`src/sv/ppm_frame_decoder_core_assert.svh`:
```
// ----------------------------------------------------------------------------
// ppm frame decoder assertion macros
// concurrent checks clocked on clk, held off while arst_n is low
// ----------------------------------------------------------------------------
`ifndef PPM_FRAME_DECODER_CORE_ASSERT_SVH
`define PPM_FRAME_DECODER_CORE_ASSERT_SVH

`ifndef SYNTHESIS
`define PPMFD_ASSERT(lbl, prop) \
	lbl: assert property (@(posedge clk) disable iff (!arst_n) (prop)) \
		else $error("ppm frame decoder check failed");
`define PPMFD_ASSERT_NEXT(lbl, ante, cons) \
	lbl: assert property (@(posedge clk) disable iff (!arst_n) (ante) |=> (cons)) \
		else $error("ppm frame decoder check failed");
`else
`define PPMFD_ASSERT(lbl, prop)
`define PPMFD_ASSERT_NEXT(lbl, ante, cons)
`endif

`endif

```
`src/sv/ppmfd_pkg.sv`:
```
// ----------------------------------------------------------------------------
// ppmfd_pkg
// shared constants and types of the ppm frame decoder
// ----------------------------------------------------------------------------
package ppmfd_pkg;

	localparam int NUM_CHANNELS = 8;
	localparam int POS_W        = $clog2(NUM_CHANNELS + 1);
	localparam int IDX_W        = (NUM_CHANNELS > 1) ? $clog2(NUM_CHANNELS) : 1;
	localparam int TIME_W       = 32;
	localparam int WIDTH_W      = 16;
	localparam int CHIDX_W      = 4;
	localparam int CFG_IDX_W    = 4;

	// configuration register indexes
	localparam logic [CFG_IDX_W-1:0] REG_SYNC_MIN = 4'd0;
	localparam logic [CFG_IDX_W-1:0] REG_SYNC_MAX = 4'd1;
	localparam logic [CFG_IDX_W-1:0] REG_DATA_MIN = 4'd2;
	localparam logic [CFG_IDX_W-1:0] REG_DATA_MAX = 4'd3;

	localparam logic [WIDTH_W-1:0] SYNC_MIN_RST = 16'd5000;
	localparam logic [WIDTH_W-1:0] SYNC_MAX_RST = 16'd15000;
	localparam logic [WIDTH_W-1:0] DATA_MIN_RST = 16'd800;
	localparam logic [WIDTH_W-1:0] DATA_MAX_RST = 16'd2200;

	typedef logic [NUM_CHANNELS-1:0][WIDTH_W-1:0] width_arr_t;

	typedef struct packed {
		logic       valid;
		width_arr_t widths;
	} emit_t;

endpackage

```
`src/sv/ppmfd_frame.sv`:
```
// ----------------------------------------------------------------------------
// ppmfd_frame
// input register, interval measurement, sync/channel tracking and width store
// ----------------------------------------------------------------------------
`include "ppm_frame_decoder_core_assert.svh"

module ppmfd_frame (
	input  logic                                 clk,
	input  logic                                 arst_n,
	input  logic                                 in_valid,
	output logic                                 in_ready,
	input  logic [ppmfd_pkg::TIME_W-1:0]         edge_time,
	input  logic                                 signal_ok,
	input  logic                                 cfg_valid,
	input  logic [ppmfd_pkg::CFG_IDX_W-1:0]      cfg_index,
	input  logic [ppmfd_pkg::WIDTH_W-1:0]        cfg_data,
	output ppmfd_pkg::emit_t                     emit,
	input  logic                                 load_ok
);

	logic                              valid_s1;
	logic [ppmfd_pkg::TIME_W-1:0]      edge_time_s1;
	logic                              signal_ok_s1;

	logic [ppmfd_pkg::WIDTH_W-1:0]     sync_min_q;
	logic [ppmfd_pkg::WIDTH_W-1:0]     sync_max_q;
	logic [ppmfd_pkg::WIDTH_W-1:0]     data_min_q;
	logic [ppmfd_pkg::WIDTH_W-1:0]     data_max_q;

	logic [ppmfd_pkg::TIME_W-1:0]      prev_edge_q;
	logic [ppmfd_pkg::POS_W-1:0]       pos_q;
	logic                              complete_q;
	ppmfd_pkg::width_arr_t             widths_q;

	logic [ppmfd_pkg::TIME_W-1:0]      gap;
	logic                              waiting;
	logic                              sync_hit;
	logic                              data_hit;
	logic                              do_emit;
	logic                              advance;

	assign gap      = edge_time_s1 - prev_edge_q;
	assign waiting  = (pos_q >= ppmfd_pkg::POS_W'(ppmfd_pkg::NUM_CHANNELS));
	assign sync_hit = (gap > {16'd0, sync_min_q}) && (gap < {16'd0, sync_max_q});
	assign data_hit = (gap > {16'd0, data_min_q}) && (gap < {16'd0, data_max_q});
	assign do_emit  = valid_s1 && waiting && sync_hit && complete_q && signal_ok_s1;
	// an emitting item holds until the output buffer can take the frame
	assign advance  = valid_s1 && (!do_emit || load_ok);
	assign in_ready = !valid_s1 || advance;

	assign emit.valid  = do_emit;
	assign emit.widths = widths_q;

	always_ff @(posedge clk or negedge arst_n) begin
		if (!arst_n) begin
			valid_s1 <= 1'b0;
		end else if (in_ready) begin
			valid_s1 <= in_valid;
		end
	end

	always_ff @(posedge clk) begin
		if (in_valid && in_ready) begin
			edge_time_s1 <= edge_time;
			signal_ok_s1 <= signal_ok;
		end
	end

	always_ff @(posedge clk or negedge arst_n) begin
		if (!arst_n) begin
			sync_min_q <= ppmfd_pkg::SYNC_MIN_RST;
			sync_max_q <= ppmfd_pkg::SYNC_MAX_RST;
			data_min_q <= ppmfd_pkg::DATA_MIN_RST;
			data_max_q <= ppmfd_pkg::DATA_MAX_RST;
		end else if (cfg_valid) begin
			unique case (cfg_index)
				ppmfd_pkg::REG_SYNC_MIN: sync_min_q <= cfg_data;
				ppmfd_pkg::REG_SYNC_MAX: sync_max_q <= cfg_data;
				ppmfd_pkg::REG_DATA_MIN: data_min_q <= cfg_data;
				ppmfd_pkg::REG_DATA_MAX: data_max_q <= cfg_data;
				default: ;
			endcase
		end
	end

	always_ff @(posedge clk or negedge arst_n) begin
		if (!arst_n) begin
			prev_edge_q <= '0;
			pos_q       <= ppmfd_pkg::POS_W'(ppmfd_pkg::NUM_CHANNELS);
			complete_q  <= 1'b0;
		end else if (advance) begin
			prev_edge_q <= edge_time_s1;
			if (waiting) begin
				if (sync_hit) begin
					pos_q <= '0;
					// a sync with bad signal keeps the completed flag
					if (do_emit) begin
						complete_q <= 1'b0;
					end
				end else begin
					complete_q <= 1'b0;
				end
			end else if (data_hit) begin
				pos_q <= ppmfd_pkg::POS_W'(pos_q + 1'b1);
				if (pos_q == ppmfd_pkg::POS_W'(ppmfd_pkg::NUM_CHANNELS - 1)) begin
					complete_q <= 1'b1;
				end
			end else begin
				pos_q      <= ppmfd_pkg::POS_W'(ppmfd_pkg::NUM_CHANNELS);
				complete_q <= 1'b0;
			end
		end
	end

	always_ff @(posedge clk) begin
		if (advance && !waiting && data_hit) begin
			widths_q[pos_q[ppmfd_pkg::IDX_W-1:0]] <= gap[ppmfd_pkg::WIDTH_W-1:0];
		end
	end

	`PPMFD_ASSERT(a_pos_range, pos_q <= ppmfd_pkg::POS_W'(ppmfd_pkg::NUM_CHANNELS))
	`PPMFD_ASSERT(a_stall_only_on_emit, (valid_s1 && !in_ready) |-> (do_emit && !load_ok))
	`PPMFD_ASSERT_NEXT(a_emit_clears, advance && do_emit, !complete_q && pos_q == '0)

endmodule

```
`src/sv/ppmfd_drain.sv`:
```
// ----------------------------------------------------------------------------
// ppmfd_drain
// frame output buffer, shifts one channel width out per beat
// ----------------------------------------------------------------------------
`include "ppm_frame_decoder_core_assert.svh"

module ppmfd_drain (
	input  logic                              clk,
	input  logic                              arst_n,
	input  ppmfd_pkg::emit_t                  emit,
	output logic                              load_ok,
	output logic                              out_valid,
	input  logic                              out_ready,
	output logic [ppmfd_pkg::CHIDX_W-1:0]     channel_index,
	output logic [ppmfd_pkg::WIDTH_W-1:0]     pulse_width,
	output logic                              last_in_frame
);

	ppmfd_pkg::width_arr_t             buf_q;
	logic [ppmfd_pkg::POS_W-1:0]       cnt_q;
	logic [ppmfd_pkg::CHIDX_W-1:0]     idx_q;
	logic                              take;
	logic                              load;

	assign out_valid     = (cnt_q != '0);
	assign take          = out_valid && out_ready;
	assign load_ok       = !out_valid || (take && cnt_q == ppmfd_pkg::POS_W'(1));
	assign load          = emit.valid && load_ok;
	assign channel_index = idx_q;
	assign pulse_width   = buf_q[0];
	assign last_in_frame = (cnt_q == ppmfd_pkg::POS_W'(1));

	always_ff @(posedge clk or negedge arst_n) begin
		if (!arst_n) begin
			cnt_q <= '0;
			idx_q <= '0;
		end else if (load) begin
			cnt_q <= ppmfd_pkg::POS_W'(ppmfd_pkg::NUM_CHANNELS);
			idx_q <= '0;
		end else if (take) begin
			cnt_q <= ppmfd_pkg::POS_W'(cnt_q - 1'b1);
			idx_q <= ppmfd_pkg::CHIDX_W'(idx_q + 1'b1);
		end
	end

	always_ff @(posedge clk) begin
		if (load) begin
			buf_q <= emit.widths;
		end else if (take) begin
			for (int i = 0; i < ppmfd_pkg::NUM_CHANNELS - 1; i++) begin
				buf_q[i] <= buf_q[i + 1];
			end
		end
	end

	`PPMFD_ASSERT(a_cnt_range, cnt_q <= ppmfd_pkg::POS_W'(ppmfd_pkg::NUM_CHANNELS))
	`PPMFD_ASSERT(a_last_index,
		last_in_frame |-> idx_q == ppmfd_pkg::CHIDX_W'(ppmfd_pkg::NUM_CHANNELS - 1))
	`PPMFD_ASSERT_NEXT(a_load_fills, load,
		cnt_q == ppmfd_pkg::POS_W'(ppmfd_pkg::NUM_CHANNELS) && idx_q == '0)

endmodule

```
`src/sv/ppm_frame_decoder_core.sv`:
```
// ----------------------------------------------------------------------------
// ppm_frame_decoder_core
// decodes ppm radio control frames from pulse edge timestamps
// ----------------------------------------------------------------------------
// in channel: one beat per pulse edge (edge_time, signal_ok), valid/ready.
// out channel: one beat per channel width (channel_index, pulse_width,
//   last_in_frame), valid/ready; a frame of NUM_CHANNELS beats follows a
//   qualifying sync gap, last_in_frame marks its final beat.
// cfg channel: cfg_index/cfg_data write the four 16-bit limits; cfg_ready
//   is always high. Write only while the block is idle.
// path: an edge beat is registered in the input register and evaluated
//   there; a frame it completes is loaded into the output shift buffer.
// throughput: one edge beat per cycle while no completing edge waits. A frame
//   drains one beat per cycle from a shift buffer while out_ready is high;
//   an edge that completes a new frame waits in the input register until
//   the previous frame's last beat is taken.
// reset: limits return to 5000/15000/800/2200, the previous edge to zero,
//   and the decoder waits for sync with no frame pending.
// receiver stall: the current beat holds, other edges keep being accepted
//   until one of them would start another frame.
// ----------------------------------------------------------------------------
module ppm_frame_decoder_core (
	input  logic                              clk,
	input  logic                              arst_n,
	input  logic                              in_valid,
	output logic                              in_ready,
	input  logic [ppmfd_pkg::TIME_W-1:0]      edge_time,
	input  logic                              signal_ok,
	input  logic                              cfg_valid,
	output logic                              cfg_ready,
	input  logic [ppmfd_pkg::CFG_IDX_W-1:0]   cfg_index,
	input  logic [ppmfd_pkg::WIDTH_W-1:0]     cfg_data,
	output logic                              out_valid,
	input  logic                              out_ready,
	output logic [ppmfd_pkg::CHIDX_W-1:0]     channel_index,
	output logic [ppmfd_pkg::WIDTH_W-1:0]     pulse_width,
	output logic                              last_in_frame
);

	ppmfd_pkg::emit_t emit;
	logic             load_ok;

	assign cfg_ready = 1'b1;

	ppmfd_frame u_frame (
		.clk       (clk),
		.arst_n    (arst_n),
		.in_valid  (in_valid),
		.in_ready  (in_ready),
		.edge_time (edge_time),
		.signal_ok (signal_ok),
		.cfg_valid (cfg_valid),
		.cfg_index (cfg_index),
		.cfg_data  (cfg_data),
		.emit      (emit),
		.load_ok   (load_ok)
	);

	ppmfd_drain u_drain (
		.clk           (clk),
		.arst_n        (arst_n),
		.emit          (emit),
		.load_ok       (load_ok),
		.out_valid     (out_valid),
		.out_ready     (out_ready),
		.channel_index (channel_index),
		.pulse_width   (pulse_width),
		.last_in_frame (last_in_frame)
	);

endmodule
```
`config.mk`:
```
export PLATFORM = sky130hd
export DESIGN_NAME = ppm_frame_decoder_core
export DESIGN_NICKNAME = d
export VERILOG_FILES = /design/src/sv/ppmfd_pkg.sv /design/src/sv/ppmfd_frame.sv /design/src/sv/ppmfd_drain.sv /design/src/sv/ppm_frame_decoder_core.sv
export VERILOG_INCLUDE_DIRS = /design/src /design/src/sv
export SDC_FILE = /design/constraint.sdc
export NUM_CORES = 1
export LEC_CHECK = 0
export BUFFER_PORTS_ARGS = -buffer_cell sky130_fd_sc_hd__clkbuf_2
export CAP_MARGIN = 30
export CORE_MARGIN = 2
export CORE_UTILIZATION = 46
export DETAILED_ROUTE_END_ITERATION = 12
export PLACE_DENSITY = 0.69
export SYNTH_ARGS = -nofsm -noshare
export SYNTH_HDL_FRONTEND = slang
export SYNTH_SLANG_ARGS = --single-unit
```
`constraint.sdc`:
```
create_clock -name clk -period 15.9 [get_ports clk]
set_input_delay 0.795 -clock clk [delete_from_list [all_inputs] [get_ports clk]]
set_output_delay 0.795 -clock clk [all_outputs]
set_load 0.02 [all_outputs]
```
# Word level (Yosys, flattened, before mapping)
# Cells that the tools add are included.
# totals
out_inout_bits	24
elab_cells	94
reg_bits	399
# op_classes
n_reduce_logical	30
muxes	17
magnitude_cmp	7
eq_ne	8
addsub	4
# op_table
op	count
2-to-1 mux 112 bit	2
bitwise mux 128 bit	1
> comparator 32 x 16 -> 1 bit	2
less-than comparator 32 x 16 -> 1 bit	2
demux 16 bit (select 3 bit)	1
subtractor 32 bit	1
2-to-1 mux 4 bit	7
2-to-1 mux 16 bit	1
logical AND 1 bit	14
AND reduction 2 bit	5
adder 4 x 1 -> 4 bit, second input constant	2
equality test 4 x 1 -> 1 bit, second input constant	2
equality test 4 x 2 -> 1 bit, second input constant	2
2-to-1 mux 1 bit	5
equality test 4 x 3 -> 1 bit, second input constant	1
greater-or-equal comparator 4 bit, second input constant	1
logical NOT 1 bit	4
logical NOT 4 bit	1
less-than comparator 3 x 4 -> 1 bit, second input constant	1
nonzero test 4 bit	1
subtractor 4 x 1 -> 4 bit, second input constant	1
greater-or-equal comparator 3 x 1 -> 1 bit, second input constant	1
logical OR 1 bit	3
inequality test 3 x 2 -> 1 bit, second input constant	1
other kinds (4)	4

# Depth between registers and ports, before layout
# Gate-level depths: netlist (run 1).
# logic_depth
ltp_word	11
ltp_mapped	23
mapped_depth_nobuf	21

# By module
# Synthesis (run 1) repeated with hierarchy kept, for this count alone.
# unflattened
hier_cells	1338
hier_area_um2	18990.7
# modules_own_cells
module	cells_per_inst	n_inst	seq_area_each_um2	area_per_inst_um2
ppmfd_frame	1010	1	7412.1	12754.7
ppmfd_drain	326	1	4043.9	6224.7
ppm_frame_decoder_core	2	1	0.0	11.3

# Worst setup path before layout (run 1)
# Ideal clock, no wire load.
# synth_path
path_type	register to register
start	register u_frame.edge_time_s1[0] (netlist bit)
end	register u_drain.cnt_q[0] (netlist bit)
setup_ps	494
period_less_slack_ps	12166
stages_incl_launch_ff	22
arrival_ps	11673
path_slack_ps	3734
path_cell_list	edfxtp_1 -> inv_1 -> ha_1 -> inv_1 -> fa_1 -> a21o_1 -> a221o_1 -> a21o_1 -> a21oi_1 -> xnor2_1 -> ha_1 -> a21o_1 -> a21o_1 -> a21oi_1 -> nor2b_1 -> o21ai_0 -> a31o_2 -> o211ai_1 -> inv_1 -> nand4_2 -> o21ai_0 -> o21ai_0
# synth_via
elab_chain_len	8
elab_cells_between_ends	10
# synth_rtl
item	line	source
start: declaration	ppmfd_frame.sv:22	logic [ppmfd_pkg::TIME_W-1:0] edge_time_s1;
start signal: assignment	ppmfd_frame.sv:64	edge_time_s1 <= edge_time;
subtractor 32 bit *	ppmfd_frame.sv:42	assign gap = edge_time_s1 - prev_edge_q;
net u_frame.gap (one bit)	ppmfd_frame.sv:35	logic [ppmfd_pkg::TIME_W-1:0] gap;
> comparator 32 x 16 -> 1 bit or less-than comparator 32 x 16 -> 1 bit (tied branches)	ppmfd_frame.sv:44	assign sync_hit = (gap > {16'd0, sync_min_q}) && (gap < {16'd0, sync_max_q});
logical AND 1 bit *	ppmfd_frame.sv:44	
logical AND 1 bit * (3 in a row)	ppmfd_frame.sv:46	assign do_emit = valid_s1 && waiting && sync_hit && complete_q && signal_ok_s1;
logical AND 1 bit *	ppmfd_drain.sv:28	assign load = emit.valid && load_ok;
2-to-1 mux 4 bit or nonzero test 2 bit (tied branches)	-	
end signal: assignment	ppmfd_drain.sv:38	cnt_q <= ppmfd_pkg::POS_W'(ppmfd_pkg::NUM_CHANNELS);
end signal: assignment	ppmfd_drain.sv:41	cnt_q <= ppmfd_pkg::POS_W'(cnt_q - 1'b1);
end: declaration	ppmfd_drain.sv:20	logic [ppmfd_pkg::POS_W-1:0] cnt_q;
# The timed path passes the listed nets; every way through them passes the cells marked *.
# A chain may end at the register's enable or synchronous reset.

# Final worst setup path (run 1)
# layout_path
start	register u_frame.edge_time_s1[0] (netlist bit)
end	register u_drain.buf_q[83] (netlist bit) (data pin)
# layout_via
elab_chain_len	8
elab_cells_between_ends	9
# layout_rtl
item	line	source
subtractor 32 bit *	ppmfd_frame.sv:42	
net u_frame.gap (one bit)	ppmfd_frame.sv:35	
> comparator 32 x 16 -> 1 bit or less-than comparator 32 x 16 -> 1 bit (tied branches)	ppmfd_frame.sv:44	
logical AND 1 bit *	ppmfd_frame.sv:44	
logical AND 1 bit * (3 in a row)	ppmfd_frame.sv:46	
logical AND 1 bit *	ppmfd_drain.sv:28	
2-to-1 mux 112 bit *	ppmfd_drain.sv:47	if (load) begin
end signal: assignment	ppmfd_drain.sv:48	buf_q <= emit.widths;
end signal: indexed assignment	ppmfd_drain.sv:51	buf_q[i] <= buf_q[i + 1];
end: declaration	ppmfd_drain.sv:19	ppmfd_pkg::width_arr_t buf_q;
# Marked as above.

==> impl_metrics.csv, run 1 <==
group,metric,value,unit
floorplan,start_util,46.6,%
worst_setup_path,crit_path_max_incr_delay,0.82,ns
routing,vias,10600,
worst_setup_path,worst-path-max-fanout,71,
floorplan,core_region_area,38600,sq um
worst_setup_path,crit_required,16.22,ns
sta,skew,0.0307,ns
sta,period_minus_slack,6.26,ns
power_and_ir_drop,vdd_drop_max,92.1,uV
routing,dr.first_iter.drc_count,705,
power_and_ir_drop,p_leak,7.88,nW
yosys,synthCells,1335,
worst_setup_path,end_kind,"flip-flop",
placed_design,portBuffers,80,
clock_tree,postCtsSetupBuffers,0,
yosys,syn_nets,1491,
worst_setup_path,path_cells,"inv_1 -> ha_1 -> inv_1 -> fa_1 -> a21o_1 -> a221o_1 -> nand2_1 -> o21ai_1 -> xor2_1 -> ha_1 -> nand4_1 -> nor2_1 -> nand2_1 -> o21ba_2 -> o211ai_1 -> inv_1 -> nand4_2 -> nor2_4 -> buf_4 -> buf_4 -> mux2_2",
clock_tree,cts-hold-fix-buffers,0,
grt,grt_start_max_net_pins,76,
floorplan,die_x,202,microns
clock_tree,ctsResizeCount,0,
worst_setup_path,cpLargestDelayFamily,"buffers and inverters",
worst_setup_path,crit_buf_inv,5,
clock_tree,cts_buffer_depth,3,
yosys,synth-edff-count,289,
sta,finalSetupViolCount,0,
sta,setup-tns-final,0,ns
sta,fin_crit_sh,39.4,%
outcome,status,"complete, no violations",
grt,overflow,0,
floorplan,rows,72,
routing,dr.pass1.iters,6,
final_layout,stdcell_area,20500,sq um
yosys,synthArstFlopShare,27.6,%
power_and_ir_drop,powerDensity,131,nW/um^2
sta,worst_slew_pin_slew,1.00,ns
placed_design,gp_congestion,0.894,
yosys,yosys.area.top_type_share,48.2,%
clock_tree,cts_tree,"done",
final_layout,antennaDiodeCount,0,
sta,relSlewSlack,33.2,%
yosys,seq_area_frac_synth,63.6,%
routing,drc,0,
placed_design,place_area,19100,sq um
floorplan,pin_count,82,
floorplan,fp.dieH,202,microns
yosys,synth_seq_cells,399,
grt,track_usage,17.8,%
worst_setup_path,cp_data_arrival_time,6.58,ns
worst_setup_path,crit_slowest_cell,"buf_4",
clock_tree,clockRootBuffer,"clkbuf_16",
worst_setup_path,cpMostUsedCell,"inv_1",
yosys,netlist_area,18000,sq um
grt,antenna_found_initial,0,
yosys,ys.flop_type,"edfxtp_1",
sta,drv_slew,0,
grt,grt_pass1_wl,57300,microns
job,maxCapViolCount,0,
min_path,hold_class,"primary input to asynchronous set/reset pin",
clock_tree,clkTransAtPathRegs,0.06,ns
sta,hold_viol,0,
routing,wl_per_cell,17.9,microns
yosys,yosysWarnings,0,
clock_tree,clock_latency,0.57,ns
clock_tree,ctsHtreeMaxLevel,2,
yosys,synth_area_leaders,"edfxtp_1 (48%), dfrtp_1 (13%), mux2_2 (9.3%)",
routing,post_drt_via_cell_ratio,5.35,
worst_setup_path,start_kind,"flip-flop",
final_layout,syn2layout_area_growth,13.7,%
grt,grt_pass1_vias,10800,
worst_setup_path,worstSetupPathType,"flip-flop to flip-flop",
sta,rsz0062_at_grt,"false",
yosys,yosys.area.top_type,"edfxtp_1",
final_layout,nets,1584,
routing,final_antenna_net_count,0,
floorplan,die_area,40700,sq um
final_layout,drive_above_1_share,24.6,%
clock_tree,cts.sinks,399,
clock_tree,numCtsBuffers,40,
placed_design,dp.final_hpwl,24100,microns
yosys,syn_avg_cell_area,13.5,sq um
sta,fmax,160,MHz
routing,finalWirelength,35400,microns
yosys,synth_cell_types,65,
-- per-stage QoR --
| stage | utilization [%] | std cells | hold WS [ns] | setup WS, ns | power, mW |
|---|---|---|---|---|---|
| global placement | 49.1 | 1895 | 0.401 | 9.75 | 1.74 |
| detailed placement | 49.5 | 1903 | 0.405 | 9.65 | 1.76 |
| CTS | 52.9 | 1975 | 0.195 | 9.62 | 2.72 |
| finish | 53.0 | 1976 | 0.198 | 9.64 | 2.69 |
| global route | 53.0 | 1976 | 0.213 | 9.15 | 2.83 |
| floorplan | - | 1335 | 0.400 | 3.73 | 1.61 |
-- cells by family after synthesis --
kind of cell	synth area share, %
AOI/OAI and AO/OA	7.88
xor gates and xnor gates	1.46
adders and majority gates	6.85
buffers and inverters	3.97
DFF	63.6
muxes	9.37
other	0.0208
and+or+nand+nor	6.80
-- metal layers --
| layer | wire length, microns | global-route usage [%] |
|---|---|---|
| met3 | 1470 | 3.06 |
| met1 | 15700 | 23.5 |
| met2 | 16900 | 29.4 |
| met4 | 1250 | 7.12 |
| met5 | 0 | 0 |
-- cell type report --
class | instances | area (sq um)
Fill cell | 3229 | 18200
Sequential cell | 399 | 11500
Multi-Input combinational cell | 770 | 5910
Clock buffer | 47 | 1040
Timing Repair Buffer | 110 | 718
Tap cell | 518 | 648
Inverter | 107 | 402
Clock inverter | 25 | 295
-- state kept, by name (all words and copies together), names as in the netlist --
signal,cells
u_frame.emit,128
u_drain.buf_q,112
u_frame.edge_time_s1,32
u_frame.prev_edge_q,32
u_drain.pulse_width,16
u_frame.data_max_q,16
u_frame.data_min_q,16
u_frame.sync_max_q,16
u_frame.sync_min_q,16
u_drain.channel_index,4
u_drain.cnt_q,4
u_frame.pos_q,4
u_frame.complete_q,1
u_frame.signal_ok_s1,1
u_frame.valid_s1,1
-- worst reg2reg max path: stages, from the launching register on --
cell      delay (ns)
edfxtp_1        0.35
inv_1           0.08
ha_1            0.15
inv_1           0.06
fa_1            0.39
a21o_1          0.21
a221o_1         0.39
nand2_1         0.10
o21ai_1         0.14
xor2_1          0.79
ha_1            0.27
nand4_1         0.12
nor2_1          0.16
nand2_1         0.09
o21ba_2         0.23
o211ai_1        0.15
inv_1           0.15
nand4_2         0.24
nor2_4          0.15
buf_4           0.49
buf_4           0.84
mux2_2          0.47
-- where the power goes --
part | internal, mW | switching, mW
Clock | 0.553 | 0.396
Sequential | 1.23 | 0.0252
Combinational | 0.188 | 0.302
Total | 1.97 | 0.722
-- cells in the mapped netlist (22+ instances only) --
cell	n
edfxtp_1	289
mux2_2	148
nand2_1	116
inv_1	107
o21ai_0	102
ha_1	97
dfrtp_1	90
a21oi_1	49
nor2_1	43
clkbuf_1	29
nand4_1	23
buf_4	22
-- layout by cell type (no fill, tap or decap), types with 4 or more instances in the layout --
master / n
a211oi_1: 7
a21o_1: 21
a21oi_1: 49
a31oi_1: 6
and2_1: 7
and3_1: 6
buf_4: 23
buf_8: 5
bufinv_16: 5
clkbuf_1: 6
clkbuf_16: 40
clkbuf_2: 79
clkinv_1: 9
clkinv_2: 6
dfrtp_1: 90
dfstp_2: 20
edfxtp_1: 289
ha_1: 97
inv_1: 107
mux2_2: 148
nand2_1: 116
nand2b_1: 9
nand3_1: 11
nand4_1: 23
nor2_1: 37
nor2_2: 6
nor2b_1: 11
nor3_1: 8
nor4_1: 4
o211ai_1: 6
o21a_1: 7
o21ai_0: 101
o21ai_1: 4
xnor2_1: 14
xor2_1: 16
-- final timing paths --
path / startpoint / end / slack (ns) / cells after the start
min in group clk: u_frame.emit[124]$_DFFE_PP_ / u_drain.buf_q[124]$_DFFE_PP_ / 0.41 / 0
worst min-delay path: arst_n / u_drain.channel_index[3]$_DFFE_PN0P_ / 0.20 / 1
worst max-delay path: u_frame.edge_time_s1[0]$_DFFE_PP_ / u_drain.buf_q[83]$_DFFE_PP_ / 9.64 / 21
max in group asynchronous: arst_n / u_frame.data_max_q[7]$_DFFE_PN1P_ / 14.50 / 3
worst min register to register: u_frame.emit[124]$_DFFE_PP_ / u_drain.buf_q[124]$_DFFE_PP_ / 0.41 / 0
worst max register to register: u_frame.edge_time_s1[0]$_DFFE_PP_ / u_drain.buf_q[83]$_DFFE_PP_ / 9.64 / 21
(Power assumes the default switching activity.)
==> run 2: changes to the inputs <==
Settings changed: ABC_AREA set to 1, PLACE_DENSITY 0.69 to 0.68.
Clock period 15.9 ns to 5.8 ns, I/O delays scaled along.
==> impl_metrics.csv, run 2 <==
group,metric,value,unit
outcome,status,"complete, no violations",
yosys,yosysWarnings,0,
worst_setup_path,cp_data_arrival_time,5.66,ns
yosys,synth-compound-area-share,4.84,%
power_and_ir_drop,vdd_drop_max,231,uV
final_layout,seq_area,11500,sq um
yosys,synthCells,2015,
routing,dr.first_iter.drc_count,806,
worst_setup_path,crit_required,6.14,ns
routing,vias,13400,
grt,antenna_found_initial,0,
clock_tree,clockRootBuffer,"clkbuf_16",
clock_tree,clock_latency,0.59,ns
sta,fmax,188,MHz
placed_design,gp_congestion,0.936,
yosys,synth_area_leaders,"edfxtp_1 (45%), nand2_1 (15%), dfrtp_1 (12%)",
worst_setup_path,end_kind,"flip-flop",
clock_tree,postCtsSetupBuffers,0,
sta,hold_viol,0,
sta,fin_crit_sh,91.7,%
yosys,yosysMostFrequentCell,"nand2_1",
yosys,yosys.area.top_type,"edfxtp_1",
sta,worst_slew_pin_slew,0.899,ns
final_layout,final_cell_mix,"nand2_1 (749), edfxtp_1 (289), inv_1 (273), nor2_1 (108), ha_1 (97)",
final_layout,antennaDiodeCount,0,
power_and_ir_drop,p_switching,2.72,mW
worst_setup_path,path_cells,"ha_1 -> nand2_1 -> inv_2 -> nand2_1 -> nor3_1 -> nand2_1 -> nand2_1 -> xor2_1 -> ha_1 -> nand4_1 -> nor3_1 -> a31oi_1 -> nand2_1 -> a21oi_1 -> o21ai_0 -> nor2_1 -> nand3_2 -> nor2_4 -> nand2_4 -> buf_4 -> buf_4 -> nand2_1 -> nand2_1",
sta,period_minus_slack,5.32,ns
min_path,hold_class,"primary input to flip-flop",
grt,track_usage,19.6,%
routing,wl_per_cell,15.4,microns
final_layout,nFillCells,3542,
floorplan,rows,74,
clock_tree,cts_tree,"done",
final_layout,drive_above_1_share,10.5,%
sta,layout_setup_ws,0.479,ns
routing,finalWirelength,41900,microns
grt,grt_pass1_vias,13300,
routing,final_antenna_net_count,0,
yosys,synth_seq_cells,399,
worst_setup_path,crit_path_max_incr_delay,0.57,ns
power_and_ir_drop,p_int,5.99,mW
yosys,netlist_area,19200,sq um
yosys,muxShareOfSynthArea,0,%
worst_setup_path,worstSetupPathType,"flip-flop to flip-flop",
clock_tree,clkTransAtPathRegs,0.06,ns
job,maxCapViolCount,0,
power_and_ir_drop,seq_power_share,44.9,%
yosys,ys.flop_type,"edfxtp_1",
final_layout,nets,2312,
yosys,yosys.area.top_type_share,45.2,%
placed_design,dp.final_hpwl,29400,microns
final_layout,largest_register_ffs,128,
power_and_ir_drop,combPwrFrac,25.0,%
floorplan,die_area,43400,sq um
floorplan,start_util,46.8,%
floorplan,pin_count,82,
final_layout,layout_commonest_cell,"nand2_1",
sta,rsz0062_at_grt,"false",
yosys,synth-xor-area-share,0.685,%
yosys,synthTopCellsByCount,"nand2_1 (749), edfxtp_1 (289), inv_1 (274)",
yosys,synthArstFlopShare,27.6,%
yosys,syn_nets,2171,
floorplan,die_x,208,microns
grt,grt_start_max_net_pins,86,
grt,grt_pass1_wl,67700,microns
yosys,synth_cell_types,43,
routing,post_drt_via_cell_ratio,4.93,
yosys,synth-simple-area-share,20.6,%
clock_tree,cts_buffer_depth,3,
grt,overflow,0,
power_and_ir_drop,switching_share,31.3,%
final_layout,multi_input_area,6260,sq um
sta,drv_slew,0,
worst_setup_path,cpLargestDelayFamily,"simple AND/OR/NAND/NOR gates",
clock_tree,numCtsBuffers,42,
worst_setup_path,worst-path-max-fanout,85,
clock_tree,cts.sinks,399,
sta,relSlewSlack,40.1,%
power_and_ir_drop,powerDensity,396,nW/um^2
placed_design,portBuffers,80,
yosys,yosys.area_share.adder,6.43,%
power_and_ir_drop,p_clk_share,30.1,%
worst_setup_path,start_kind,"flip-flop",
clock_tree,ctsHtreeMaxLevel,2,
yosys,seq_area_frac_synth,59.7,%
worst_setup_path,crit_slowest_cell,"xor2_1",
worst_setup_path,crit_buf_inv,3,
yosys,synth-edff-count,289,
worst_setup_path,cpMostUsedCell,"nand2_1",
sta,setup-tns-final,0,ns
sta,skew,0.0331,ns
yosys,synth_top_family_by_area,"simple AND/OR/NAND/NOR gates",
floorplan,core_region_area,41000,sq um
yosys,syn_avg_cell_area,9.52,sq um
clock_tree,ctsResizeCount,0,
power_and_ir_drop,p_leak,10.2,nW
floorplan,fp.dieH,208,microns
placed_design,pre_cts_ws,0.504,ns
final_layout,syn2layout_area_growth,14.7,%
routing,dr.pass1.iters,5,
routing,drc,0,
worst_setup_path,ff2ff_setup_slack,0.48,ns
sta,finalSetupViolCount,0,
run 2: changes by cell type in the layout (fill, tap and decap cells not counted), moves of 7 or more:
cell,previous run,this run
nand3_1,11,57
buf_4,23,31
inv_1,107,273
xnor2_1,14,1
mux2_2,148,0
nor2_1,37,108
nand2b_1,9,0
o21ai_0,101,82
nor2b_1,11,0
a211oi_1,7,0
nand2_1,116,749
a21oi_1,49,84
dlygate4sd3_1,0,40
a21o_1,21,0
run 2: cells by family after synthesis:
family	after synthesis
AO/OA/AOI/OAI	179
XOR/XNOR	15
adder cells (fa/ha/maj)	98
buffers and inverters	343
flip-flops	399
other	1
AND/OR/NAND/NOR	980
run 2: stage by stage:
step / util (%) / area (sq um) / power [mW] / instances / hold WS (ns)
after floorplan: - / 19200 / 5.42 / 2015 / -0.00559
after global placement: 49.1 / 20200 / 6.04 / 2599 / 0.345
after detailed placement: 49.3 / 20200 / 6.12 / 2603 / 0.357
after CTS: 53.7 / 22000 / 8.80 / 2721 / 0.00141
after global routing: 53.7 / 22000 / 9.24 / 2722 / 0.0197
final: 53.7 / 22000 / 8.71 / 2722 / 0.0232
run 2: area by class of cell:
cell class | count | area share (%)
tap | 532 | 3.02
inverter | 281 | 4.81
multi-input combinational | 1273 | 28.4
clock inverter | 24 | 1.20
timing repair inverter | 1 | 0.0227
timing repair buffer | 158 | 5.42
sequential | 399 | 52.0
clock buffer | 54 | 5.02
run 2: metal layers:
| layer | GRT usage (%) | wire length (microns) | up-vias |
|---|---|---|---|
| li1 | - | - | 6769 |
| met1 | 24.6 | 18200 | 6308 |
| met2 | 34.0 | 20700 | 266 |
| met3 | 3.32 | 1680 | 82 |
| met4 | 7.54 | 1380 | 0 |
| met5 | 0 | 0 | - |
run 2: final timing paths:
check,endpoint,start,cells past startpoint
setup / recovery,u_drain.buf_q[38]$_DFFE_PP_,u_frame.edge_time_s1[14]$_DFFE_PP_,23
hold / removal,u_frame.data_min_q[8]$_DFFE_PN1P_,cfg_data[8],3
setup reg to reg,u_drain.buf_q[38]$_DFFE_PP_,u_frame.edge_time_s1[14]$_DFFE_PP_,23
hold reg to reg,u_drain.buf_q[113]$_DFFE_PP_,u_frame.emit[113]$_DFFE_PP_,0
max in group asynchronous,u_frame.pos_q[1]$_DFFE_PN0P_,arst_n,3
min in group asynchronous,u_drain.channel_index[1]$_DFFE_PN0P_,arst_n,2
run 2: timing repair:
item	4_1_cts	5_1_grt
endpoints found under the hold margin	89	0
hold buffers	40	0
endpoints found under the setup margin	0	38
run 2: power groups by stage:
stage | Sequential, mW | Clock (mW) | Combinational, mW
after global routing | 3.95 | 2.80 | 2.48
after CTS | 3.92 | 2.69 | 2.19
final | 3.91 | 2.63 | 2.18
after floorplan | 3.93 | 0 | 1.49
after global placement | 3.96 | 0 | 2.07
after detailed placement | 3.97 | 0 | 2.16
run 2: tightest hold or removal path: cells and delay by family:
family / cells / cell delay [ns]
buffers and inverters: 2 / 0.19
AOI/OAI and AO/OA: 1 / 0.10
